<file path="config.mk">
export PLATFORM = sky130hd
export DESIGN_NAME = pbr_div
export DESIGN_NICKNAME = d
export VERILOG_FILES = /design/src/hw/rtl/pwm_brightness_ramp_macros.svh /design/src/hw/rtl/pbr_pkg.sv /design/src/hw/rtl/pbr_div.sv
export SDC_FILE = /design/constraint.sdc
export NUM_CORES = 1
export LEC_CHECK = 0
export BUFFER_PORTS_ARGS = -buffer_cell sky130_fd_sc_hd__buf_4
export CAP_MARGIN = 20
export CORE_UTILIZATION = 45
export CTS_CLUSTER_DIAMETER = 60
export DETAILED_ROUTE_END_ITERATION = 10
export PLACE_DENSITY = 0.67
export SYNTH_ARGS = -nofsm -noshare
export SYNTH_HDL_FRONTEND = slang
export SYNTH_SLANG_ARGS = --single-unit
</file>
<file path="constraint.sdc">
create_clock -name clk -period 3.2 [get_ports clk]
set_input_delay 0 -clock clk [delete_from_list [all_inputs] [get_ports clk]]
set_output_delay 0 -clock clk [all_outputs]
set_load 0.01 [all_outputs]
</file>
<file path="src/hw/rtl/pwm_brightness_ramp_macros.svh">
// assertion macros for the pwm brightness ramp block
// used by the top level only; checks compile out when SYNTHESIS is defined
`ifndef PWM_BRIGHTNESS_RAMP_MACROS_SVH
`define PWM_BRIGHTNESS_RAMP_MACROS_SVH

`ifndef SYNTHESIS

// property that must hold at every clock edge out of reset
`define PBR_ASSERT(lbl, prop) \
    lbl: assert property (@(posedge clk) disable iff (!rst_n) (prop)) \
        else $error("pwm_brightness_ramp check failed");

// implication checked at every clock edge out of reset
`define PBR_ASSERT_IMPL(lbl, ante, cons) \
    lbl: assert property (@(posedge clk) disable iff (!rst_n) (ante) |-> (cons)) \
        else $error("pwm_brightness_ramp check failed");

`else

`define PBR_ASSERT(lbl, prop)
`define PBR_ASSERT_IMPL(lbl, ante, cons)

`endif

`endif

</file>
<file path="src/hw/rtl/pbr_pkg.sv">
// shared types and constants for the pwm brightness ramp block
// no dependencies; used by pbr_div, pbr_duty_ram and pwm_brightness_ramp
package pbr_pkg;

    // default sizes
    localparam int LEVELS_DEF    = 256;
    localparam int DUTY_BITS_DEF = 16;

    // fixed field widths
    localparam int LVL_W    = 8;
    localparam int DUR_W    = 16;
    localparam int FS_W     = 16;
    localparam int PERIOD_W = 20;
    localparam int PROD_W   = FS_W + PERIOD_W;

    // register reset values
    localparam logic [PERIOD_W-1:0] PERIOD_RESET = 20'd200000;
    localparam logic [FS_W-1:0]     FS_RESET     = 16'd65535;

    // command codes
    localparam logic [2:0] CMD_TICK  = 3'd0;
    localparam logic [2:0] CMD_START = 3'd1;
    localparam logic [2:0] CMD_STOP  = 3'd2;
    localparam logic [2:0] CMD_SET   = 3'd3;
    localparam logic [2:0] CMD_WRITE = 3'd4;

    // configuration register indexes
    localparam logic CFG_PERIOD     = 1'b0;
    localparam logic CFG_FULL_SCALE = 1'b1;

    // shared divider: 16-bit divisor, up to 20 quotient bits
    localparam int DIV_CNT_W = 5;
    localparam logic [DIV_CNT_W-1:0] DELAY_STEPS = 5'd16;
    localparam logic [DIV_CNT_W-1:0] PULSE_STEPS = 5'd20;

    typedef struct packed {
        logic                 go;
        logic [FS_W-1:0]      rem_init;
        logic [PERIOD_W-1:0]  dividend;
        logic [FS_W-1:0]      divisor;
        logic [DIV_CNT_W-1:0] steps;
    } div_cmd_t;

endpackage

</file>
<file path="src/hw/rtl/pbr_div.sv">
// shared restoring divider, one quotient bit per cycle
// depends on pbr_pkg for the command struct and widths
module pbr_div (
    input  logic                             clk,
    input  logic                             rst_n,
    input  pbr_pkg::div_cmd_t                cmd,
    output logic                             done,
    output logic [pbr_pkg::PERIOD_W-1:0]     quot
);

    logic [pbr_pkg::FS_W-1:0]      rem_reg, rem_next;
    logic [pbr_pkg::PERIOD_W-1:0]  q_reg, q_next;
    logic [pbr_pkg::FS_W-1:0]      dvs_reg, dvs_next;
    logic [pbr_pkg::DIV_CNT_W-1:0] cnt_reg, cnt_next;
    logic                          busy_reg, busy_next;
    logic                          done_reg, done_next;
    logic [pbr_pkg::FS_W:0]        rem_shift;
    logic [pbr_pkg::FS_W:0]        rem_sub;
    logic                          fits;

    // one trial subtract per cycle
    always_comb
    begin
        rem_shift = {rem_reg, q_reg[pbr_pkg::PERIOD_W-1]};
        rem_sub   = rem_shift - {1'b0, dvs_reg};
        fits      = (rem_shift >= {1'b0, dvs_reg});
    end

    // sequencing of the iterations
    always_comb
    begin
        rem_next  = rem_reg;
        q_next    = q_reg;
        dvs_next  = dvs_reg;
        cnt_next  = cnt_reg;
        busy_next = busy_reg;
        done_next = 1'b0;
        if (cmd.go)
        begin
            rem_next  = cmd.rem_init;
            q_next    = cmd.dividend;
            dvs_next  = cmd.divisor;
            cnt_next  = cmd.steps;
            busy_next = 1'b1;
        end
        else if (busy_reg)
        begin
            rem_next = fits ? rem_sub[pbr_pkg::FS_W-1:0] : rem_shift[pbr_pkg::FS_W-1:0];
            q_next   = {q_reg[pbr_pkg::PERIOD_W-2:0], fits};
            cnt_next = cnt_reg - 1'b1;
            if (cnt_reg == 1)
            begin
                busy_next = 1'b0;
                done_next = 1'b1;
            end
        end
    end

    always_ff @(posedge clk or negedge rst_n)
    begin
        if (!rst_n)
        begin
            busy_reg <= 1'b0;
            done_reg <= 1'b0;
            cnt_reg  <= '0;
        end
        else
        begin
            busy_reg <= busy_next;
            done_reg <= done_next;
            cnt_reg  <= cnt_next;
        end
    end

    // datapath registers
    always_ff @(posedge clk)
    begin
        rem_reg <= rem_next;
        q_reg   <= q_next;
        dvs_reg <= dvs_next;
    end

    assign done = done_reg;
    assign quot = q_reg;

endmodule

</file>
After elaboration in Yosys (flattened, before gate mapping)
Cells that the tools add are included.
- $add $sub $neg: 2
- $lt $le $gt $ge: 1
- equal/unequal tests: 1
- mux-type cells: 13
- reductions and logical operators: 1
- operators by type and width (operator ; count):
    2-to-1 mux 16 bit ; 3
    2-to-1 mux 20 bit ; 2
    >= comparator 17 x 16 -> 1 bit ; 1
    subtractor 16 bit ; 1
    2-to-1 mux 5 bit ; 2
    2-to-1 mux 1 bit ; 6
    == test 5 x 1 -> 1 bit (second input constant) ; 1
    subtractor 5 x 1 -> 5 bit (second input constant) ; 1
    nonzero test 2 bit ; 1
- register bits: 59
- input port bits: 60
- output and inout port bits: 21
- logic and storage cells: 24

Longest topological paths before layout
- depth after elaboration: 4
- mapped depth: 11
- gate-level depth less buffers: 11

Worst setup path before layout
Ideal clock, no wire load.
- path kind: flip-flop to flip-flop
- from: register q_reg, in the netlist quot[19]
- to: register rem_reg[12] in the netlist's numbering, data pin
- setup time: 0.260 ns
- arrival time: 2.404 ns
- required time: 2.940 ns
- path slack: 0.536 ns
- stages on the path, launching flop included: 12
- path buffers: 0
- period minus slack after synthesis: 2.664 ns
- cell sequence: edfxtp_1 > inv_1 > ha_1 > inv_1 > fa_1 > a21o_1 > a31oi_2 > o22ai_2 > o41ai_4 > xnor2_1 > mux2_2 > mux2_2
- cells in the longest elaborated chain, start to end: 4
- elaborated cells between the ends (all ways): 5
- those cells by class: 1 x add/sub; 1 x order compare; 3 x mux
- ends and longest elaborated chain (element ; RTL line ; source):
    from (decl) ; pbr_div.sv:12 ; logic [pbr_pkg::PERIOD_W-1:0] q_reg, q_next;
    from (signal assigned) ; pbr_div.sv:79 ; q_reg <= q_next;
    subtractor 16 bit / >= comparator 17 x 16 -> 1 bit (equally long branches) ; pbr_div.sv:25, pbr_div.sv:26 ;
    2-to-1 mux 16 bit * ; pbr_div.sv:48 ; rem_next = fits ? rem_sub[pbr_pkg::FS_W-1:0] : rem_shift[pbr_pkg::FS_W-1:0];
    2-to-1 mux 16 bit * ; pbr_div.sv:46 ; else if (busy_reg)
    2-to-1 mux 16 bit * ; pbr_div.sv:38 ; if (cmd.go)
    via rem_next, one bit ; pbr_div.sv:11 ; logic [pbr_pkg::FS_W-1:0] rem_reg, rem_next;
    to (signal assigned) ; pbr_div.sv:78 ; rem_reg <= rem_next;
    to (decl) ; pbr_div.sv:11 ;
Mark *: on every way through the listed nets, which the timed path passes. The rest lies on a longest branch. The select of a mux whose other input is x is not followed.
A chain may end at the register's enable or synchronous reset.

Final worst setup path
Same ends and word-level chain as after synthesis.

==> impl_metrics.toml <==
[placement]
place_congestion = 0.802
placed_cell_area_um2 = 4040
placed_cells = 451
place.port_buffers = 80
hpwlAfterDp_um = 4950
pre_cts_slack_ns = 0.419

[critical_path]
startpoint = "quot[19]"
path_cells = "inv_1, ha_1, inv_1, fa_1, a21o_1, a31oi_2, o22ai_2, o41ai_4, xnor2_1, mux2_2, mux2_2"
cp-end-kind = "flop"
reg2reg_to = "rem_reg[12]"
r2r_cells = 11
r2r_slack_ns = 0.40
critPathLaunchType = "flop"
critPathTopFamily = "compound AO/OA/AOI/OAI gates"
cp.required_ns = 3.28
critPathMaxFanout = 3
cp.depth = 11
critical_path_class = "reg -> reg"
worstPathArrival_ns = 2.89
critPathBufInv = 2
crit_path_top_delay_cell = "edfxtp_1"
cp-endpoint = "rem_reg[12]"
rr_startpoint = "quot[19]"
cpPeakStageDelay_ns = 0.41

[timing]
min_period_ns = 2.80
skew_ns = 0.00486
hold_slack_ns = 0.0815
tns_ns = 0
max_clock_freq_ghz = 0.357
setup_violations = 0
finalWorstSetupSlack_ns = 0.396
maxSlewViolCount = 0
fin_crit_sh_pct = 87.6
slew_headroom_pct = 41.3
finalHoldViolCount = 0
rsz0062_at_grt = "false"
tightest_slew_ns = 0.880

[floorplan]
die-area_um2 = 7800
ios = 81
core-area_um2 = 7210
die_h_um = 88.3
start_util_pct = 46.4
num_rows = 31
die_x_um = 88.3

[synthesis]
synth_top_family_by_area = "compound AO/OA/AOI/OAI gates"
ys.warnings.count = 0
synth_top_area_cell = "edfxtp_1"
ys_types = 45
synthArstFlopShare_pct = 11.9
netlist_instances = 281
yosys.area_share.simple_pct = 7.47
synthTopCellsByArea = "edfxtp_1, mux2_2, ha_1"
syn_avg_cell_area_um2 = 11.9
synth_commonest_cells = "edfxtp_1, mux2_2, nand2_1"
synth.most_common_cell = "edfxtp_1"
synth_mux_area_share_pct = 11.5
yosysSeqAreaShare_pct = 51.8
synthFlopType = "edfxtp_1"
synthXorXnorAreaFrac_pct = 4.71
synthesis.area_um2 = 3350
ys_ff_latch = 59
synth_edf_count = 52
postSynthNetCount = 360
synth-compound-area-share_pct = 12.9
synth-adder-area-share_pct = 7.32
synth_top_area_share_pct = 46.6

[drt]
dr.pass1.iters = 4
wl_per_cell_um = 14.8
drtIter0Drc = 91
ant_nets = 0
wl_um = 7780
viasPerCell = 5.08
via_count = 2670
drc = 0

[power]
cellLeakagePower_nw = 2.08
vdd_drop_max_mv = 0.304
powerDensity_nw_per_um2 = 752

[finish]
fin_area_um2 = 4840
drive_gt1_share_pct = 30.0
n_antenna_cell = 0
largest_reg_flops = 20
syn_to_final_growth_pct = 44.4
final_nets = 502
layoutNonFillerInstCount = 526

[clock_network]
cts_tree = "built"
cts_sinks = 59
clockBufferDepth = 2
clkSlewWorstSetupHoldPaths_ns = 0.06
cts_setup_buffers = 0
cts_root_buf = "clkbuf_8"
insertion_delay_ns = 0.33
htree_levels = 3
cts_buffers = 9

[status]
status = "finished, final reports clean"

[global_route]
overflow = 0
grt_pass1_vias = 2638
grt_pass1_wl_um = 12500
grt_max_degree = 53
grtUsageTotal_pct = 21.4
antenna_found_initial = 0

[worst_hold_path]
hp-class = "in -> reg"

[flow_run]
drv_cap = 0
[layer usage]
| layer | up-vias | GRT usage, % | routed length, µm |
|---|---|---|---|
| met3 | 11 | 6.06 | 380 |
| met4 | 0 | 6.16 | 112 |
| met2 | 73 | 35.8 | 3920 |
| li1 | 1321 | - | - |
| met1 | 1265 | 27.1 | 3370 |
| met5 | - | 0 | 0 |
[stage by stage]
stage	total power [W]	util [%]
CTS	0.00366	67.1
detailed placement	0.00286	56.0
finish	0.00364	67.1
global placement	0.00283	56.0
floorplan	0.00245	-
global route	0.00392	67.1
[kinds of logic (layout without fill, tap and decap cells)]
family / count (synthesis) / after routing
fa+ha+maj: 19 / 19
simple gates: 53 / 53
flops: 59 / 59
mux: 35 / 35
xor+xnor: 18 / 18
compound gates: 62 / 62
buf+inv: 35 / 181
[area by class of cell]
type                       instances  area (µm²)
fill                             564        2370
sequential                        59        1740
multi-input combinational        187        1470
timing repair buffer             143        1220
clock buffer                      12         135
tap                               99         124
inverter                          23        86.3
clock inverter                     3        63.8
[worst register-to-register path, stage by stage (launching register included)]
cell and delay (ns):
edfxtp_1 0.41, inv_1 0.08, ha_1 0.15, inv_1 0.05
fa_1 0.40, a21o_1 0.22, a31oi_2 0.24, o22ai_2 0.16
o41ai_4 0.23, xnor2_1 0.10, mux2_2 0.27, mux2_2 0.26
[what timing repair did]
item / 4_1_cts / 5_1_grt
gates resized for setup: 0 / 0
hold buffers: 60 / 0
hold endpoints to repair: 64 / 0
[worst min-delay path by stage]
stage / startpoint / end / slack [ns] / depth (start not counted)
2_1_floorplan: rst_n / busy_reg / -0.30 / 0
3_3_place_gp: rst_n / cnt_reg[3] / -0.18 / 1
3_5_place_dp: rst_n / cnt_reg[3] / -0.18 / 1
4_1_cts: cmd[57] / dvs_reg[4] / 0.07 / 1
5_1_grt: cmd[57] / dvs_reg[1] / 0.08 / 1
6_report: cmd[57] / dvs_reg[5] / 0.08 / 1
[power breakdown]
group / total [W] / leakage (nW) / switching (W) / internal (W)
sequential: 0.00118 / 0.623 / 0.000109 / 0.00107
combinational: 0.00174 / 1.35 / 0.000878 / 0.000862
clock: 0.000718 / 0.0981 / 0.000285 / 0.000433
[placed cells by master, fill, tap and decap left out, types with 3 or more instances in the layout]
cell and instances:
a221o_1 3, a21oi_1 12, ha_1 18, clkbuf_1 3, buf_4 83, nand2_1 25
dlygate4sd3_1 60, xor2_1 4, xnor2_1 14, edfxtp_1 52, o21ai_1 13, o21ai_0 9
nor2_1 10, o211ai_1 3, nor3b_1 4, mux2_2 26, inv_1 23, clkbuf_8 9
mux2i_1 8, a21o_1 4, a31oi_1 3, dfrtp_1 7
Note: power is estimated with default switching activity, not from simulation.
